$ cat src/hdl/bldc_pkg.sv
// Shared types, constants and lookup functions for the six-step commutator.
// Depends on nothing; used by bldc_div, the top level and the port checker.
package bldc_pkg;

  localparam int HIST_DEPTH = 10;               // hall history length, 4..16
  localparam int HALL_W     = 3;
  localparam int DESIRED_W  = 8;
  localparam int DUTY_W     = 7;
  localparam int SPEED_W    = 10;
  localparam int DRIVE_W    = 2;
  localparam int CFG_IDX_W  = 2;
  localparam int CFG_DATA_W = 8;
  localparam int IDX_W      = 3;                // commutation step 0..5
  localparam int STEPS      = 6;

  // Dividend is desired * 6, divisor is a history age below HIST_DEPTH.
  localparam int DIVIDEND_W = DESIRED_W + 3;
  localparam int DIVISOR_W  = $clog2(HIST_DEPTH);
  localparam int DIV_CNT_W  = $clog2(DIVIDEND_W + 1);

  localparam logic [DUTY_W-1:0] DUTY_LIMIT = DUTY_W'(100);

  // Configuration register indexes
  localparam logic [CFG_IDX_W-1:0] CFG_DIRECTION = CFG_IDX_W'(0);
  localparam logic [CFG_IDX_W-1:0] CFG_DESIRED   = CFG_IDX_W'(1);
  localparam logic [CFG_IDX_W-1:0] CFG_MAX_DUTY  = CFG_IDX_W'(2);

  // Phase drive codes
  localparam logic [DRIVE_W-1:0] DRV_FLOAT = 2'd0;
  localparam logic [DRIVE_W-1:0] DRV_HIGH  = 2'd1;
  localparam logic [DRIVE_W-1:0] DRV_LOW   = 2'd2;

  typedef struct packed {
    logic [HALL_W-1:0] hall_code;
    logic              stop_request;
  } in_item_t;

  typedef struct packed {
    logic [DRIVE_W-1:0] drive_u;
    logic [DRIVE_W-1:0] drive_v;
    logic [DRIVE_W-1:0] drive_w;
    logic [DUTY_W-1:0]  duty_percent;
    logic               shut_down;
    logic [SPEED_W-1:0] speed_estimate;
  } out_item_t;

  // Hall sequence value for a commutation step.
  function automatic logic [HALL_W-1:0] seq_value(input logic ccw,
                                                  input logic [IDX_W-1:0] idx);
    logic [HALL_W-1:0] v;
    begin
      unique case (idx)
        3'd0:    v = ccw ? 3'd2 : 3'd6;
        3'd1:    v = ccw ? 3'd3 : 3'd4;
        3'd2:    v = ccw ? 3'd1 : 3'd5;
        3'd3:    v = ccw ? 3'd5 : 3'd1;
        3'd4:    v = ccw ? 3'd4 : 3'd3;
        3'd5:    v = ccw ? 3'd6 : 3'd2;
        default: v = ccw ? 3'd2 : 3'd6;
      endcase
      return v;
    end
  endfunction

  // Drive pattern {u, v, w} for a sequence value.
  function automatic logic [3*DRIVE_W-1:0] drive_pattern(input logic ccw,
                                                         input logic [HALL_W-1:0] sv);
    logic [3*DRIVE_W-1:0] p;
    begin
      if (!ccw) begin
        unique case (sv)
          3'd1:    p = {DRV_FLOAT, DRV_HIGH,  DRV_LOW};
          3'd2:    p = {DRV_HIGH,  DRV_LOW,   DRV_FLOAT};
          3'd3:    p = {DRV_HIGH,  DRV_FLOAT, DRV_LOW};
          3'd4:    p = {DRV_LOW,   DRV_FLOAT, DRV_HIGH};
          3'd5:    p = {DRV_LOW,   DRV_HIGH,  DRV_FLOAT};
          3'd6:    p = {DRV_FLOAT, DRV_LOW,   DRV_HIGH};
          default: p = {DRV_FLOAT, DRV_FLOAT, DRV_FLOAT};
        endcase
      end else begin
        unique case (sv)
          3'd1:    p = {DRV_FLOAT, DRV_LOW,   DRV_HIGH};
          3'd2:    p = {DRV_LOW,   DRV_HIGH,  DRV_FLOAT};
          3'd3:    p = {DRV_LOW,   DRV_FLOAT, DRV_HIGH};
          3'd4:    p = {DRV_HIGH,  DRV_FLOAT, DRV_LOW};
          3'd5:    p = {DRV_HIGH,  DRV_LOW,   DRV_FLOAT};
          3'd6:    p = {DRV_FLOAT, DRV_HIGH,  DRV_LOW};
          default: p = {DRV_FLOAT, DRV_FLOAT, DRV_FLOAT};
        endcase
      end
      return p;
    end
  endfunction

endpackage

$ cat src/hdl/bldc_six_step_commutator_top.sv
// Six-step commutator top level: step logic, hall history and output register.
// Depends on bldc_pkg and bldc_div.
//
// Usage:
//   Input channel (in_valid / in_stall / in_item): one item per commutation
//   tick, carrying the sampled hall code and a stop request. An item is taken
//   at a clock edge with in_valid high and in_stall low.
//   Output channel (out_valid / out_stall / out_item): one result item per
//   input item, with the U/V/W drive codes, duty, shutdown flag and the speed
//   estimate register. A stalled result holds in the output register.
//   Configuration: cfg_wr_en writes cfg_data into register cfg_index
//   (0 direction, 1 desired speed, 2 max duty); write only when
//   the block is idle.
// Flow:
//   An item that needs no speed update is staged at the edge that takes it
//   and moves into the output register when that is free. When a history
//   slot matches, the speed divide runs bit-serially, one quotient bit per
//   cycle, into the speed register before the result is loaded. One item is
//   in work at a time, so the input takes no new item until the last result
//   has moved into the output register. A result waiting in the output
//   register does not block the next item from being taken.
// Reset: clears the sequence step, hall history, shutdown latch and speed
//   register, and loads direction 0, desired speed 0 and max duty 50.
// Stall: while out_stall is high with out_valid set, a finished result waits in its
//   stage and the output register holds; the input stalls until the result moves on.
module bldc_six_step_commutator_top (
  input  logic                           clk,
  input  logic                           rst,
  input  logic                           in_valid,
  output logic                           in_stall,
  input  bldc_pkg::in_item_t             in_item,
  output logic                           out_valid,
  input  logic                           out_stall,
  output bldc_pkg::out_item_t            out_item,
  input  logic                           cfg_wr_en,
  input  logic [bldc_pkg::CFG_IDX_W-1:0]  cfg_index,
  input  logic [bldc_pkg::CFG_DATA_W-1:0] cfg_data
);
  import bldc_pkg::*;

  localparam logic [1:0] S_IDLE = 2'd0;
  localparam logic [1:0] S_DIV  = 2'd1;
  localparam logic [1:0] S_DONE = 2'd2;

  // Configuration registers
  logic                 direction_ccw;
  logic [DESIRED_W-1:0] desired_speed;
  logic [DUTY_W-1:0]    max_duty;

  // Block state
  logic [1:0]           state;
  logic [IDX_W-1:0]     seq_index;
  logic [HALL_W-1:0]    hall_hist [HIST_DEPTH];   // index = age, 0 newest
  logic                 shutdown_latch;
  logic [SPEED_W-1:0]   speed_register;

  // Result waiting for the output register (speed added on load)
  logic [DRIVE_W-1:0]   res_drive_u;
  logic [DRIVE_W-1:0]   res_drive_v;
  logic [DRIVE_W-1:0]   res_drive_w;
  logic [DUTY_W-1:0]    res_duty;
  logic                 res_shut;

  // Step decode
  logic                  accept;
  logic                  latch_now;
  logic                  stall_hit;
  logic                  match_any;
  logic [DIVISOR_W-1:0]  match_age;
  logic [HALL_W-1:0]     seq_val;
  logic [3*DRIVE_W-1:0]  pattern;
  logic [DUTY_W-1:0]     duty_sat;
  logic [DIVIDEND_W-1:0] dividend;
  logic                  div_start;
  logic                  div_done;
  logic [SPEED_W-1:0]    div_quotient;
  logic                  out_load;

  assign in_stall  = (state != S_IDLE);
  assign accept    = in_valid && !in_stall;
  assign latch_now = shutdown_latch || in_item.stop_request;

  // After this item shifts in, old age a-1 becomes age a.
  assign stall_hit = (hall_hist[0] == in_item.hall_code) &&
                     (hall_hist[1] == in_item.hall_code);

  // Oldest matching age 2..HIST_DEPTH-1 wins.
  always_comb begin
    match_any = 1'b0;
    match_age = '0;
    for (int a = 2; a < HIST_DEPTH; a++) begin
      if (hall_hist[a-1] == in_item.hall_code) begin
        match_any = 1'b1;
        match_age = DIVISOR_W'(a);
      end
    end
  end

  assign seq_val  = seq_value(direction_ccw, seq_index);
  assign pattern  = drive_pattern(direction_ccw, seq_val);
  assign duty_sat = (max_duty > DUTY_LIMIT) ? DUTY_LIMIT : max_duty;

  // desired * 6; a stall clears desired before the speed update
  assign dividend  = stall_hit ? '0 :
                     ({1'b0, desired_speed, 2'b00} + {2'b00, desired_speed, 1'b0});
  assign div_start = accept && !latch_now && match_any;

  assign out_load = (state == S_DONE) && (!out_valid || !out_stall);

  bldc_div u_div (
    .clk      (clk),
    .rst      (rst),
    .start    (div_start),
    .dividend (dividend),
    .divisor  (match_age),
    .done     (div_done),
    .quotient (div_quotient)
  );

  // Control and state registers
  always_ff @(posedge clk) begin
    if (rst) begin
      state          <= S_IDLE;
      direction_ccw  <= 1'b0;
      desired_speed  <= '0;
      max_duty       <= DUTY_W'(50);
      seq_index      <= '0;
      shutdown_latch <= 1'b0;
      speed_register <= '0;
      out_valid      <= 1'b0;
      for (int i = 0; i < HIST_DEPTH; i++) begin
        hall_hist[i] <= '0;
      end
    end else begin
      if (cfg_wr_en) begin
        unique case (cfg_index)
          CFG_DIRECTION: direction_ccw <= cfg_data[0];
          CFG_DESIRED:   desired_speed <= cfg_data;
          CFG_MAX_DUTY:  max_duty      <= cfg_data[DUTY_W-1:0];
          default: ;
        endcase
      end

      unique case (state)
        S_IDLE: begin
          if (accept) begin
            if (latch_now) begin
              // Shut down: float, clear desired, leave the rest alone.
              shutdown_latch <= 1'b1;
              desired_speed  <= '0;
              state          <= S_DONE;
            end else begin
              seq_index <= (seq_index >= IDX_W'(STEPS - 1)) ? '0 : seq_index + 1'b1;
              hall_hist[0] <= in_item.hall_code;
              for (int i = 1; i < HIST_DEPTH; i++) begin
                hall_hist[i] <= hall_hist[i-1];
              end
              if (stall_hit) begin
                shutdown_latch <= 1'b1;
                desired_speed  <= '0;
              end
              state <= match_any ? S_DIV : S_DONE;
            end
          end
        end
        S_DIV: begin
          if (div_done) begin
            speed_register <= div_quotient;
            state          <= S_DONE;
          end
        end
        S_DONE: begin
          if (out_load) begin
            state <= S_IDLE;
          end
        end
        default: state <= S_IDLE;
      endcase

      if (out_load) begin
        out_valid <= 1'b1;
      end else if (!out_stall) begin
        out_valid <= 1'b0;
      end
    end
  end

  // Result staging and output payload
  always_ff @(posedge clk) begin
    if (accept) begin
      if (latch_now || stall_hit) begin
        res_drive_u <= DRV_FLOAT;
        res_drive_v <= DRV_FLOAT;
        res_drive_w <= DRV_FLOAT;
        res_duty    <= '0;
        res_shut    <= 1'b1;
      end else begin
        res_drive_u <= pattern[3*DRIVE_W-1:2*DRIVE_W];
        res_drive_v <= pattern[2*DRIVE_W-1:DRIVE_W];
        res_drive_w <= pattern[DRIVE_W-1:0];
        res_duty    <= duty_sat;
        res_shut    <= 1'b0;
      end
    end
    if (out_load) begin
      out_item.drive_u        <= res_drive_u;
      out_item.drive_v        <= res_drive_v;
      out_item.drive_w        <= res_drive_w;
      out_item.duty_percent   <= res_duty;
      out_item.shut_down      <= res_shut;
      out_item.speed_estimate <= speed_register;
    end
  end

endmodule

$ cat src/hdl/bldc_div.sv
// Bit-serial restoring divider: one quotient bit per cycle.
// Depends on bldc_pkg for the dividend and divisor widths.
module bldc_div (
  input  logic                           clk,
  input  logic                           rst,
  input  logic                           start,
  input  logic [bldc_pkg::DIVIDEND_W-1:0] dividend,
  input  logic [bldc_pkg::DIVISOR_W-1:0]  divisor,
  output logic                           done,
  output logic [bldc_pkg::SPEED_W-1:0]    quotient
);
  import bldc_pkg::*;

  logic                    busy;
  logic [DIV_CNT_W-1:0]    cnt;
  logic [DIVIDEND_W-1:0]   num;
  logic [DIVIDEND_W-1:0]   quo;
  logic [DIVISOR_W-1:0]    rem;
  logic [DIVISOR_W-1:0]    dvs;
  logic [DIVISOR_W:0]      trial;
  logic                    qbit;
  logic [DIVISOR_W-1:0]    rem_next;

  // Bring down the next dividend bit; subtract when it fits.
  always_comb begin
    trial = {rem, num[DIVIDEND_W-1]};
    qbit  = (trial >= {1'b0, dvs});
    if (qbit) begin
      rem_next = DIVISOR_W'(trial - {1'b0, dvs});
    end else begin
      rem_next = trial[DIVISOR_W-1:0];
    end
  end

  always_ff @(posedge clk) begin
    if (rst) begin
      busy <= 1'b0;
      done <= 1'b0;
      cnt  <= '0;
    end else begin
      done <= busy && !start && (cnt == DIV_CNT_W'(DIVIDEND_W - 1));
      if (start) begin
        busy <= 1'b1;
        cnt  <= '0;
      end else if (busy) begin
        cnt <= cnt + 1'b1;
        if (cnt == DIV_CNT_W'(DIVIDEND_W - 1)) begin
          busy <= 1'b0;
        end
      end
    end
  end

  always_ff @(posedge clk) begin
    if (start) begin
      num <= dividend;
      dvs <= divisor;
      rem <= '0;
      quo <= '0;
    end else if (busy) begin
      num <= {num[DIVIDEND_W-2:0], 1'b0};
      rem <= rem_next;
      quo <= {quo[DIVIDEND_W-2:0], qbit};
    end
  end

  assign quotient = quo[SPEED_W-1:0];

endmodule

$ cat config.mk
export PLATFORM = sky130hd
export DESIGN_NAME = bldc_six_step_commutator_top
export DESIGN_NICKNAME = d
export VERILOG_FILES = /design/src/hdl/bldc_pkg.sv /design/src/hdl/bldc_six_step_commutator_top.sv /design/src/hdl/bldc_div.sv
export SDC_FILE = /design/constraint.sdc
export NUM_CORES = 1
export LEC_CHECK = 0
export BUFFER_PORTS_ARGS = -buffer_cell sky130_fd_sc_hd__clkbuf_2
export CAP_MARGIN = 20
export CORE_AREA = 2 2 82 123
export CTS_BUF_LIST = sky130_fd_sc_hd__clkbuf_4
export CTS_CLUSTER_SIZE = 20
export DETAILED_ROUTE_END_ITERATION = 10
export DIE_AREA = 0 0 84 125
export PLACE_DENSITY = 0.85
export SLEW_MARGIN = 20
export SYNTH_ARGS = -nofsm -noshare
export SYNTH_HDL_FRONTEND = slang
export SYNTH_SLANG_ARGS = --single-unit
$ cat constraint.sdc
create_clock -name clk -period 6.9 [get_ports clk]
set_clock_uncertainty 0.2 [all_clocks]
set_input_delay 1.38 -clock clk [delete_from_list [all_inputs] [get_ports clk]]
set_output_delay 1.38 -clock clk [all_outputs]
set_load 0.01 [all_outputs]
==> results of run 1 <==
==> final timing paths <==
kind | to | slack (ps) | from
hold / removal | out_item[14]$_DFFE_PP_ | 230 | res_duty[3]$_SDFFCE_PP0P_
setup / recovery | u_div.num[10]$_DFFE_PP_ | 3440 | in_item[2]
hold reg to reg | out_item[14]$_DFFE_PP_ | 230 | res_duty[3]$_SDFFCE_PP0P_
setup reg to reg | u_div.num[10]$_DFFE_PP_ | 4120 | hall_hist[0][19]$_SDFFCE_PN0P_
==> sequential cells by signal, indices dropped and copies added, names as in the netlist <==
register	flops
hall_hist	27
out_item	24
speed_register	10
u_div.num	10
u_div.quo	10
desired_speed	8
max_duty	7
res_duty	7
u_div.cnt	4
u_div.dvs	4
u_div.rem	4
seq_index	3
res_drive_u	2
res_drive_v	2
res_drive_w	2
state	2
direction_ccw	1
out_valid	1
res_shut	1
shutdown_latch	1
u_div.busy	1
u_div.done	1
==> cells by family (layout without fill, tap and decap cells) <==
family,Yosys count,in the layout,synth area share [%]
AO/OA/AOI/OAI,73,73,8.644
XOR/XNOR,34,34,4.863
adder cells (fa/ha/maj),24,24,5.149
buffers and inverters,47,104,3.698
flip-flops,132,132,56.07
multiplexers,44,44,7.519
AND/OR/NAND/NOR,168,168,14.06
==> cells in the mapped netlist (all sizes together) (4+ instances only) <==
master | n | area (sq um)
xor2 | 24 | 210.2
xnor2 | 10 | 87.58
nor3 | 14 | 80.08
nand3b | 5 | 37.54
o211ai | 5 | 37.54
mux2i | 40 | 400.4
buf | 8 | 80.08
ha | 22 | 275.3
dfxtp | 53 | 1061
edfxtp | 79 | 2372
mux2 | 4 | 60.06
nand2b | 6 | 37.54
nand2 | 19 | 71.32
inv | 27 | 101.3
nor2 | 62 | 232.7
clkbuf | 11 | 41.29
nand3 | 12 | 60.06
a21oi | 23 | 115.1
and2 | 34 | 212.7
nor2b | 4 | 25.02
o21ai | 8 | 40.04
==> cell usage in the layout, fill, tap and decap left out, drive strengths merged, types with 4 or more instances in the layout <==
cell and instances:
o21ai 8, mux2 4, inv 28, nor3 14
mux2i 40, ha 22, edfxtp 79, and2 34
nor2b 4, clkinv 8, nand2 19, o211ai 5
nand3b 5, clkbuf 61, a21oi 23, nor2 62
nand3 12, nand2b 6, xor2 24, clkinvlp 4
xnor2 10, dfxtp 53
==> metrics by stage <==
stage	instances	cell area (sq um)
after global routing	694	6675
after floorplan	522	6123
after detailed placement	662	6370
after CTS	694	6661
after global placement	662	6370
final	694	6675
==> area by class of cell <==
class	instances	area, sq um	share of cell area [%]
flip-flops and latches	132	3435	51.45
repair buffers	44	220.2	3.299
clock inverters	15	163.9	2.455
multi-input cells	343	2480	37.15
clock buffers	17	127.6	1.912
inverters	28	105.1	1.575
well taps	115	143.9	2.156
==> where the power goes <==
| group | leakage, nW | switching (mW) | internal [mW] |
|---|---|---|---|
| registers | 1.21 | 0.0510 | 0.924 |
| clock network | 0.146 | 0.275 | 0.246 |
| logic | 1.42 | 0.164 | 0.122 |
==> routing by layer <==
layer	part of all wire, %	vias to the layer above	GRT usage, %
met5	0	-	0
met4	3.8	0	11.86
met3	3.9	37	4.158
met2	54	114	38.12
met1	38	1858	23.47
li1	-	1935	-
==> metrics.log, run 1 <==
[metrics] Sink Count: about 130
[metrics] RD Place Congestion: 0.8223
[metrics] total number of vias: approximately 4,000
[metrics] highest attainable clock frequency: ~290 MHz
[metrics] cell count along the critical path: 7
[metrics] number of CTS-inserted buffers: 17
[metrics] clock root buffer: sky130_fd_sc_hd__clkbuf_4
[metrics] quantity of I/O buffers inserted on ports: 44
[metrics] initial cell density of the core: 64.29%
[metrics] # Post-CTS Setup Buffers: 0
[metrics] fraction of the cycle the final worst path needs: around 50%
[metrics] aggregate global-route resource usage: roughly a fifth
[metrics] Yosys Warn Count: 0
[metrics] Post-Route WL: 10,670 microns
[metrics] transition at the pin with the smallest max-transition slack: 758.6 ps
[metrics] final critical delay including setup and external delays: roughly 3500 ps
[metrics] Max-cap violations: 0
[metrics] number of standard cells after synthesis: approximately 520
[metrics] number of antenna-violating nets in the routed design: 0
[metrics] final-report setup violation count: 0
[metrics] count of pins over their slew limit: 0
[metrics] number of failing hold endpoints at the final stage: 0
[metrics] worst path buffer plus inverter count: 2
[metrics] worst hold-check slack: about 230 ps
[metrics] Clk Latency, worst-skew pair: between 500 and 600 ps
[metrics] most instantiated flip-flop cell in the synthesis netlist: sky130_fd_sc_hd__edfxtp_1
[metrics] data arrival time of the critical path: roughly 3600 ps
[metrics] chain of cells forming the critical path: clkbuf_2 -> xor2_1 -> nor3_1 -> nor4_4 -> a31o_4 -> inv_2 -> mux2_4
[metrics] family with the most delay on the worst path: buffers and inverters
[metrics] area of the placeable core: ~9500 sq um
[metrics] Seq/Total Area, Yosys: 56.07%
[metrics] Fin Setup TNS: 0 ps
[metrics] average wire length per cell after detail routing: roughly 15 microns
[metrics] Relative slew margins: approximately 49%
[metrics] pin count of the biggest net entering global routing: 35
[metrics] chip height: about 130 microns
[metrics] per-instance average area after synthesis: approximately 12 sq um
[metrics] slowest cell on the critical path: sky130_fd_sc_hd__inv_2
[metrics] Final WS setup: 3435 ps
[metrics] number of nets produced by synthesis: 565
[metrics] Max IR drop VDD: between 0.2 and 0.25 mV
[metrics] final core utilization: a little over two thirds
[metrics] vias in the first global route: just under 4,000
[metrics] total of flip-flops plus latches after synthesis: ~130
[metrics] TritonCTS clock tree: done
[metrics] share of layout cells above drive strength 1: between 10% and 20%
[metrics] post-detail-place hpwl: 8022 microns
[metrics] horizontal die dimension: approximately 84 microns
[metrics] Power Dens Cells: around 270 nW/um^2
[metrics] required time of the critical path: roughly 7000 ps
[metrics] Worst-path clk slew: 100 ps
[metrics] RSZ-0062 raised after global routing: false
[metrics] iteration-0 DRC count of the detailed router: between 200 and 250
[metrics] post-cts gate resize count: 0
[metrics] Hold Path Cell Cnt: 0
[metrics] maximum level of the CTS H-tree: 4
[metrics] CTS Hold Buffers Added: 0
[metrics] Leak Pwr: 2.775 nW
[metrics] Setup CP Type: primary input to flip-flop
[metrics] full die area: ~11,000 sq um
[metrics] startpoint types: primary input
[metrics] IO Count: 45
[metrics] count of unique library cells instantiated by Yosys: 58
[metrics] worst-case clock buffer depth: 2
[metrics] largest stage delay on the critical path: around 480 ps
[metrics] via/cell ratio: about 5.7
[metrics] NumNets Final: 609
[metrics] cell area after synthesis: 6123 sq um
[metrics] element type at the critical path end: flip-flop
[metrics] iteration count of the initial detailed-routing pass: 7
[metrics] Fill cells: between 600 and 700
[metrics] synthesis-to-finish area growth: 9.011%
[metrics] post-placement worst setup slack: about 2900 ps
[metrics] std cell rows: between 40 and 50
[metrics] number of flops mapped to enable cells by yosys: 79
[metrics] Inserted Diodes: 0
[metrics] antenna violations before repair: 0
[metrics] first-pass GRT wire length: approximately 18,000 microns
[metrics] maximum fanout count along the critical path: 32
[metrics] async set-reset flop share out of synthesis: 0%
[metrics] depth of the worst register-to-register path: 6
[metrics] detailed-route DRC error count: 0
[metrics] worst min-delay path category: flip-flop to flip-flop
[metrics] result of the run: complete, no violations
[metrics] GRT overflow: 0
[metrics] overall power consumption: 1.781 mW
Power figures use the tool's default switching activity.
==> run 2, diff against run 1 <==
--- a/config.mk
+++ b/config.mk
@@ -5,14 +5,15 @@
 export SDC_FILE = /design/constraint.sdc
 export NUM_CORES = 1
 export LEC_CHECK = 0
+export ABC_AREA = 1
 export BUFFER_PORTS_ARGS = -buffer_cell sky130_fd_sc_hd__clkbuf_2
 export CAP_MARGIN = 20
-export CORE_AREA = 2 2 82 123
+export CORE_AREA = 2 2 85 128
 export CTS_BUF_LIST = sky130_fd_sc_hd__clkbuf_4
 export CTS_CLUSTER_SIZE = 20
 export DETAILED_ROUTE_END_ITERATION = 10
-export DIE_AREA = 0 0 84 125
-export PLACE_DENSITY = 0.85
+export DIE_AREA = 0 0 87 130
+export PLACE_DENSITY = 0.82
 export SLEW_MARGIN = 20
 export SYNTH_ARGS = -nofsm -noshare
 export SYNTH_HDL_FRONTEND = slang
==> constraint.sdc (replaced) <==
create_clock -name clk -period 3.6 [get_ports clk]
set_clock_uncertainty 0.2 [all_clocks]
set_input_delay 0.72 -clock clk [delete_from_list [all_inputs] [get_ports clk]]
set_output_delay 0.72 -clock clk [all_outputs]
set_load 0.01 [all_outputs]
==> run 2 against run 1 <==
Hold slack lost 8.8 ps. Register-to-register slack worse by 3000 ps. Via count increased by 13%. Critical path depth unchanged. Wire length grew 4.7%. Synthesized cell count up 28%. Global-route usage up 0.47 points. Clock-buffer cell count stayed put. Area after synthesis increased by 3.7%. Non-clock buffer count is 5 higher. Clock power grew 74%. Highest routed layer unchanged.
==> metrics.log, run 2 <==
[metrics] std cell rows: between 40 and 50
[metrics] number of CTS-inserted buffers: 17
[metrics] number of standard cells after synthesis: around 670
[metrics] iteration count of the initial detailed-routing pass: 5
[metrics] Sink Count: around 130
[metrics] area share of the largest cell type after synthesis: a little under two fifths
[metrics] GR Util met1: 20.97%
[metrics] via/cell ratio: 5.239
[metrics] chip height: about 130 microns
[metrics] Worst-path clk slew: 120 ps
[metrics] CTS Hold Buffers Added: 0
[metrics] initial cell density of the core: 61.62%
[metrics] async set-reset flop share out of synthesis: 0%
[metrics] first-pass GRT wire length: ~19,000 microns
[metrics] routing usage on met3: around 6%
[metrics] NumNets Final: 760
[metrics] Inserted Diodes: 0
[metrics] Max-cap violations: 0
[metrics] synthesis-to-finish area growth: 8.337%
[metrics] total of flip-flops plus latches after synthesis: about 130
[metrics] most frequent standard cell in the layout excluding fill and tap cells: sky130_fd_sc_hd__nand2_1
[metrics] Max IR drop VDD: between 0.2 and 0.3 mV
[metrics] fraction of the cycle the final worst path needs: between 60% and 70%
[metrics] post-cts gate resize count: 0
[metrics] GRT overflow: 0
[metrics] horizontal die dimension: approximately 87 microns
[metrics] iteration-0 DRC count of the detailed router: around 190
[metrics] commonest cells after routing, fill and taps aside: sky130_fd_sc_hd__nand2_1, sky130_fd_sc_hd__inv_1, sky130_fd_sc_hd__edfxtp_1
[metrics] Fin Setup TNS: 0 ps
[metrics] IO Count: 45
[metrics] number of nets produced by synthesis: 711
[metrics] clock root buffer: sky130_fd_sc_hd__clkbuf_4
[metrics] final-report setup violation count: 0
[metrics] full die area: 11,310 sq um
[metrics] top cells by area in the synthesized netlist: sky130_fd_sc_hd__edfxtp_1, sky130_fd_sc_hd__dfxtp_1, sky130_fd_sc_hd__nand2_1
[metrics] average wire length per cell after detail routing: roughly 13 microns
[metrics] number of flops mapped to enable cells by yosys: 79
[metrics] dominant cell type by area after synthesis: sky130_fd_sc_hd__edfxtp_1
[metrics] count of pins over their slew limit: 0
[metrics] most repeated cell in the gate-level netlist after synthesis: sky130_fd_sc_hd__nand2_1
[metrics] Largest register FFs: 27
[metrics] data arrival time of the critical path: 2460 ps
[metrics] TritonCTS clock tree: done
[metrics] RD Place Congestion: 0.8960
[metrics] total non-filler cell area in the finished layout: between 6000 and 7000 sq um
[metrics] pin count of the biggest net entering global routing: 31
[metrics] Relative slew margins: between 50% and 60%
[metrics] share of layout cells above drive strength 1: roughly 15%
[metrics] detailed-route DRC error count: 0
[metrics] Setup CP Type: flip-flop to flip-flop
[metrics] RSZ-0062 raised after global routing: false
[metrics] maximum fanout count along the critical path: 18
[metrics] total number of vias: about 4,500
[metrics] number of antenna-violating nets in the routed design: 0
[metrics] aggregate global-route resource usage: 21.80%
[metrics] maximum level of the CTS H-tree: 4
[metrics] antenna violations before repair: 0
[metrics] transition at the pin with the smallest max-transition slack: ~620 ps
[metrics] area of the placeable core: just over 10,000 sq um
[metrics] Seq/Total Area, Yosys: 54.08%
[metrics] quantity of I/O buffers inserted on ports: 44
[metrics] element type at the critical path end: flip-flop
[metrics] registers with the most flip-flops: hall_hist: 27 flops, out_item: 24 flops
[metrics] Leak Pwr: a little under 3 nW
[metrics] most instantiated flip-flop cell in the synthesis netlist: sky130_fd_sc_hd__edfxtp_1
[metrics] Clk Latency, worst-skew pair: between 500 and 600 ps
[metrics] register ranked first by flip-flop count: hall_hist
[metrics] required time of the critical path: about 3600 ps
[metrics] highest attainable clock frequency: 407.6 MHz
[metrics] number of cells in the finished layout apart from fillers: between 800 and 900
[metrics] Post-Route WL: between 10,000 and 15,000 microns
[metrics] vias in the first global route: ~4,500
[metrics] post-placement cell count: 818
[metrics] # Post-CTS Setup Buffers: 0
[metrics] placed cell areas: between 6000 and 7000 sq um
[metrics] number of failing hold endpoints at the final stage: 0
[metrics] count of unique library cells instantiated by Yosys: 39
[metrics] cell area after synthesis: about 6300 sq um
[metrics] worst min-delay path category: primary input to flip-flop
[metrics] met2 usage in global routing: approximately 41%
[metrics] final critical delay including setup and external delays: 2454 ps
[metrics] busiest layer in global routing: met2
[metrics] Power Dens Cells: roughly 500 nW/um^2
[metrics] result of the run: complete, no violations
[metrics] startpoint types: flip-flop
[metrics] post-detail-place hpwl: around 8300 microns
[metrics] worst-case clock buffer depth: 2
[metrics] Yosys Warn Count: 0
[metrics] most used standard cells in the synthesized netlist: sky130_fd_sc_hd__nand2_1, sky130_fd_sc_hd__inv_1, sky130_fd_sc_hd__edfxtp_1
[metrics] per-instance average area after synthesis: ~9.5 sq um
run 2: cell count changes after synthesis, sizes merged, moves of 26 or more:
cell,previous run,this run
mux2i,40,14
and2,34,1
nor2,62,90
nand3,12,39
nand2,19,129
inv,27,105
run 2: kinds of logic (layout without fill, tap and decap cells):
logic type | count (synthesis) | after routing | share of synthesized area [%]
adders and majority gates | 24 | 24 | 4.966
DFF | 132 | 132 | 54.08
and+or+nand+nor | 278 | 278 | 20.67
AOI/OAI and AO/OA | 72 | 72 | 6.070
muxes | 14 | 14 | 2.207
buffers and inverters | 124 | 186 | 8.573
xor gates and xnor gates | 24 | 24 | 3.429
run 2: per-layer routing:
layer  vias up  routed length (microns)
met5         -                        0
met4         0                      338
met3        35                      481
met2       116                     6158
met1      2041                     4189
li1       2261                        -
run 2: path summary, 6_finish.rpt:
| kind | start | endpoint | slack (ps) | depth (start not counted) |
|---|---|---|---|---|
| max | state[0]$_SDFFE_PP0P_ | u_div.num[5]$_DFFE_PP_ | 1150 | 7 |
| max reg2reg | state[0]$_SDFFE_PP0P_ | u_div.num[5]$_DFFE_PP_ | 1150 | 7 |
| min reg2reg | res_shut$_DFFE_PP_ | out_item[10]$_DFFE_PP_ | 230 | 0 |
| min | cfg_data[7] | desired_speed[7]$_SDFF_PP0_ | 220 | 3 |
run 2: layout make-up:
type                    count  area [sq um]
repair buffers             49         257.7
clock buffers              17         127.6
multi-input cells         412          2375
fillers                   805          3425
clock inverters            15         132.6
inverters                 105         401.6
well taps                 120         150.1
flip-flops and latches    132          3433
run 2: report_power, final:
part	leakage, nW	internal, mW	switching (mW)
Clock	0.140	0.346	0.562
Combinational	1.59	0.232	0.419
Sequential	1.21	1.79	0.0773
Total	2.94	2.37	1.06
run 2: worst max-delay path, cell delays in order (launching register included):
cell and delay [ps]:
sky130_fd_sc_hd__dfxtp_1 360, sky130_fd_sc_hd__nor2_1 90, sky130_fd_sc_hd__inv_1 110, sky130_fd_sc_hd__nor2_4 360
sky130_fd_sc_hd__nand2_1 170, sky130_fd_sc_hd__inv_1 350, sky130_fd_sc_hd__nand2_8 150, sky130_fd_sc_hd__nand2_1 340
run 2: through the flow:
step                      hold WS (ps)  utilization [%]  worst slack, ps  power, mW
after floorplan                  200.3                -             1043      2.406
after CTS                        184.4            66.76             1107      3.453
after detailed placement         204.5            64.23            782.8      2.554
after global routing             188.4            66.76            913.5      3.631
final                            218.2            66.76             1147      3.426
after global placement           202.7            64.23            888.5      2.523
==> run 3, diff against run 2 <==
==> constraint.sdc (replaced) <==
create_clock -name clk -period 2.5 [get_ports clk]
set_clock_uncertainty 0.2 [all_clocks]
set_input_delay 0.5 -clock clk [delete_from_list [all_inputs] [get_ports clk]]
set_output_delay 0.5 -clock clk [all_outputs]
set_load 0.01 [all_outputs]
==> run 3 against run 2 <==
Total power up 48%. Largest power group unchanged. Flip-flop and latch count did not move. Final area up 1.9%. Clock power increased by 56%. Die area unchanged. Non-clock buffer count grew 12. Final cell count is 1.4% higher. Via count is 0.54% lower. Critical endpoint is now res_drive_w[0]$_SDFFCE_PP0P_. Hold slack got worse by 190 ps.
==> metrics.log, run 3 (synthesized netlist as in run 2, its figures left out) <==
[metrics] result of the run: complete, no violations
[metrics] pin count of the biggest net entering global routing: 31
[metrics] TritonCTS clock tree: done
[metrics] element type at the critical path end: flip-flop
[metrics] capture point of the worst reg-to-reg path: res_drive_w[0]$_SDFFCE_PP0P_
[metrics] Power Dens Cells: around 730 nW/um^2
[metrics] clock root buffer: sky130_fd_sc_hd__clkbuf_4
[metrics] full die area: around 11,000 sq um
[metrics] initial cell density of the core: 61.62%
[metrics] GRT overflow: 0
[metrics] std cell rows: 46
[metrics] sequential group share of total power: 52.9%
[metrics] Clk Latency, worst-skew pair: 530 ps
[metrics] horizontal die dimension: 87 microns
[metrics] Setup CP Type: flip-flop to flip-flop
[metrics] chip height: ~130 microns
[metrics] number of cells in the finished layout apart from fillers: between 800 and 900
[metrics] most frequent standard cell in the layout excluding fill and tap cells: sky130_fd_sc_hd__nand2_1
[metrics] first-pass GRT wire length: about 20,000 microns
[metrics] Fin Setup TNS: 0 ps
[metrics] hold_sp: cfg_data[5]
[metrics] part of the total power dissipated in the clock network: between 20 and 30%
[metrics] worst min-delay path category: primary input to flip-flop
[metrics] IO Count: 45
[metrics] vias in the first global route: about 4,500
[metrics] highest attainable clock frequency: about 460 MHz
[metrics] synthesis-to-finish area growth: 10.41%
[metrics] post-placement cell count: between 800 and 900
[metrics] maximum level of the CTS H-tree: 4
[metrics] Max-cap violations: 0
[metrics] worst-case clock buffer depth: 2
[metrics] CTS Hold Buffers Added: 6
[metrics] register ranked first by flip-flop count: hall_hist
[metrics] Post-Route WL: about 11,000 microns
[metrics] combinational share of power: between 10% and 20%
[metrics] via/cell ratio: approximately 5.1
[metrics] post-detail-place hpwl: 8495 microns
[metrics] RD Place Congestion: approximately 0.88
[metrics] average wire length per cell after detail routing: about 13 microns
[metrics] transition at the pin with the smallest max-transition slack: roughly 580 ps
[metrics] share of layout cells above drive strength 1: approximately 16%
[metrics] Max IR drop VDD: about 0.43 mV
[metrics] startpoint of the most critical register-to-register path: seq_index[1]$_SDFFE_PP0P_
[metrics] # Post-CTS Setup Buffers: 0
[metrics] startpoint types: flip-flop
[metrics] number of antenna-violating nets in the routed design: 0
[metrics] switching part of the total: a little under a third
[metrics] Inserted Diodes: 0
[metrics] RSZ-0062 raised after global routing: false
[metrics] registers with the most flip-flops: hall_hist: 27 flops, out_item: 24 flops
[metrics] placed cell areas: 6663 sq um
[metrics] data arrival time of the critical path: approximately 2300 ps
[metrics] NumNets Final: just under 800
[metrics] total number of vias: between 4,000 and 5,000
[metrics] aggregate global-route resource usage: between 20 and 25%
[metrics] quantity of I/O buffers inserted on ports: between 40 and 50
[metrics] required time of the critical path: roughly 2700 ps
[metrics] fraction of the cycle the final worst path needs: between 80 and 90%
[metrics] commonest cells after routing, fill and taps aside: sky130_fd_sc_hd__nand2_1, sky130_fd_sc_hd__inv_1, sky130_fd_sc_hd__edfxtp_1
[metrics] iteration count of the initial detailed-routing pass: 5
[metrics] maximum fanout count along the critical path: 6
[metrics] total non-filler cell area in the finished layout: approximately 7000 sq um
[metrics] final-report setup violation count: 0
[metrics] end of the worst hold path: max_duty[5]$_SDFFE_PP1P_
[metrics] Cell Int Power: 3.553 mW
[metrics] count of pins over their slew limit: 0
[metrics] Largest register FFs: 27
[metrics] final critical delay including setup and external delays: 2170 ps
[metrics] Sink Count: between 100 and 150
[metrics] number of CTS-inserted buffers: 17
[metrics] area of the placeable core: roughly 10,000 sq um
[metrics] depth of the worst register-to-register path: 10
[metrics] Worst-path clk slew: between 100 and 150 ps
[metrics] antenna violations before repair: 0
[metrics] Leak Pwr: 3.016 nW
[metrics] Net Switching: 1.531 mW
[metrics] iteration-0 DRC count of the detailed router: 206
[metrics] Relative slew margins: 61.17%
[metrics] Hold Path Cell Cnt: 3
[metrics] register-to-register setup slack: roughly 330 ps
[metrics] post-cts gate resize count: 0
[metrics] detailed-route DRC error count: 0
[metrics] number of failing hold endpoints at the final stage: 0
## run 3: cell types whose count changed in the layout (fill, tap and decap cells not counted), sizes merged
cell / delta
bufinv: +1
inv: +2
clkinv: -4
buf: +6
clkbuf: +1
dlygate4sd3: +6
## run 3: how the worst max path moves through the flow
stage	from	to	slack, ps	depth (start not counted)
floorplan	out_stall	out_item[0]$_DFFE_PP_	160	1
global placement	in_item[3]	u_div.num[6]$_DFFE_PP_	210	10
detailed placement	in_item[2]	u_div.num[3]$_DFFE_PP_	110	8
CTS	desired_speed[1]$_SDFF_PP0_	u_div.num[10]$_DFFE_PP_	360	8
global route	seq_index[1]$_SDFFE_PP0P_	res_drive_w[0]$_SDFFCE_PP0P_	160	10
finish	seq_index[1]$_SDFFE_PP0P_	res_drive_w[0]$_SDFFCE_PP0P_	330	10
## run 3: cell type report
| class | instances | area, sq um |
|---|---|---|
| fillers | 821 | 3293 |
| flip-flops and latches | 132 | 3433 |
| multi-input cells | 412 | 2375 |
| inverters | 105 | 401.6 |
| well taps | 120 | 150.1 |
| clock inverters | 14 | 151.4 |
| repair buffers | 61 | 362.8 |
| clock buffers | 18 | 135.1 |
## run 3: power by group through the flow
stage               combinational (mW)  clock [mW]  sequential, mW
floorplan                        0.730           0            2.73
global placement                 0.922           0            2.73
detailed placement               0.962           0            2.74
CTS                              0.977        1.46            2.69
finish                           0.973        1.42            2.69
global route                      1.11        1.55            2.72
## run 3: layer usage
layer,up-vias,GRT usage (%),routed length (microns)
met4,0,9.559,344
met5,-,0,0
met1,2009,21.95,4246
met3,29,4.870,425
met2,98,43.78,6301
li1,2293,-,-
## run 3: worst max-delay path, stage by stage (launching register included)
cell	delay, ps
sky130_fd_sc_hd__dfxtp_1	480
sky130_fd_sc_hd__inv_1	120
sky130_fd_sc_hd__ha_1	240
sky130_fd_sc_hd__nand2_1	100
sky130_fd_sc_hd__nand2_1	90
sky130_fd_sc_hd__nand2_1	80
sky130_fd_sc_hd__nand2_1	60
sky130_fd_sc_hd__nand2_1	110
sky130_fd_sc_hd__a21boi_0	300
sky130_fd_sc_hd__nor2_1	70
sky130_fd_sc_hd__nor2_1	150
## run 3: stage by stage
stage	power, mW	utilization, %	hold WS, ps	setup slack (ps)
floorplan	3.464	-	200.3	163.3
global placement	3.653	64.67	200.3	211.1
detailed placement	3.702	64.67	204.5	110.2
CTS	5.125	68.04	8.895	365.0
global route	5.376	68.04	26.84	163.9
finish	5.085	68.04	32.26	330.0
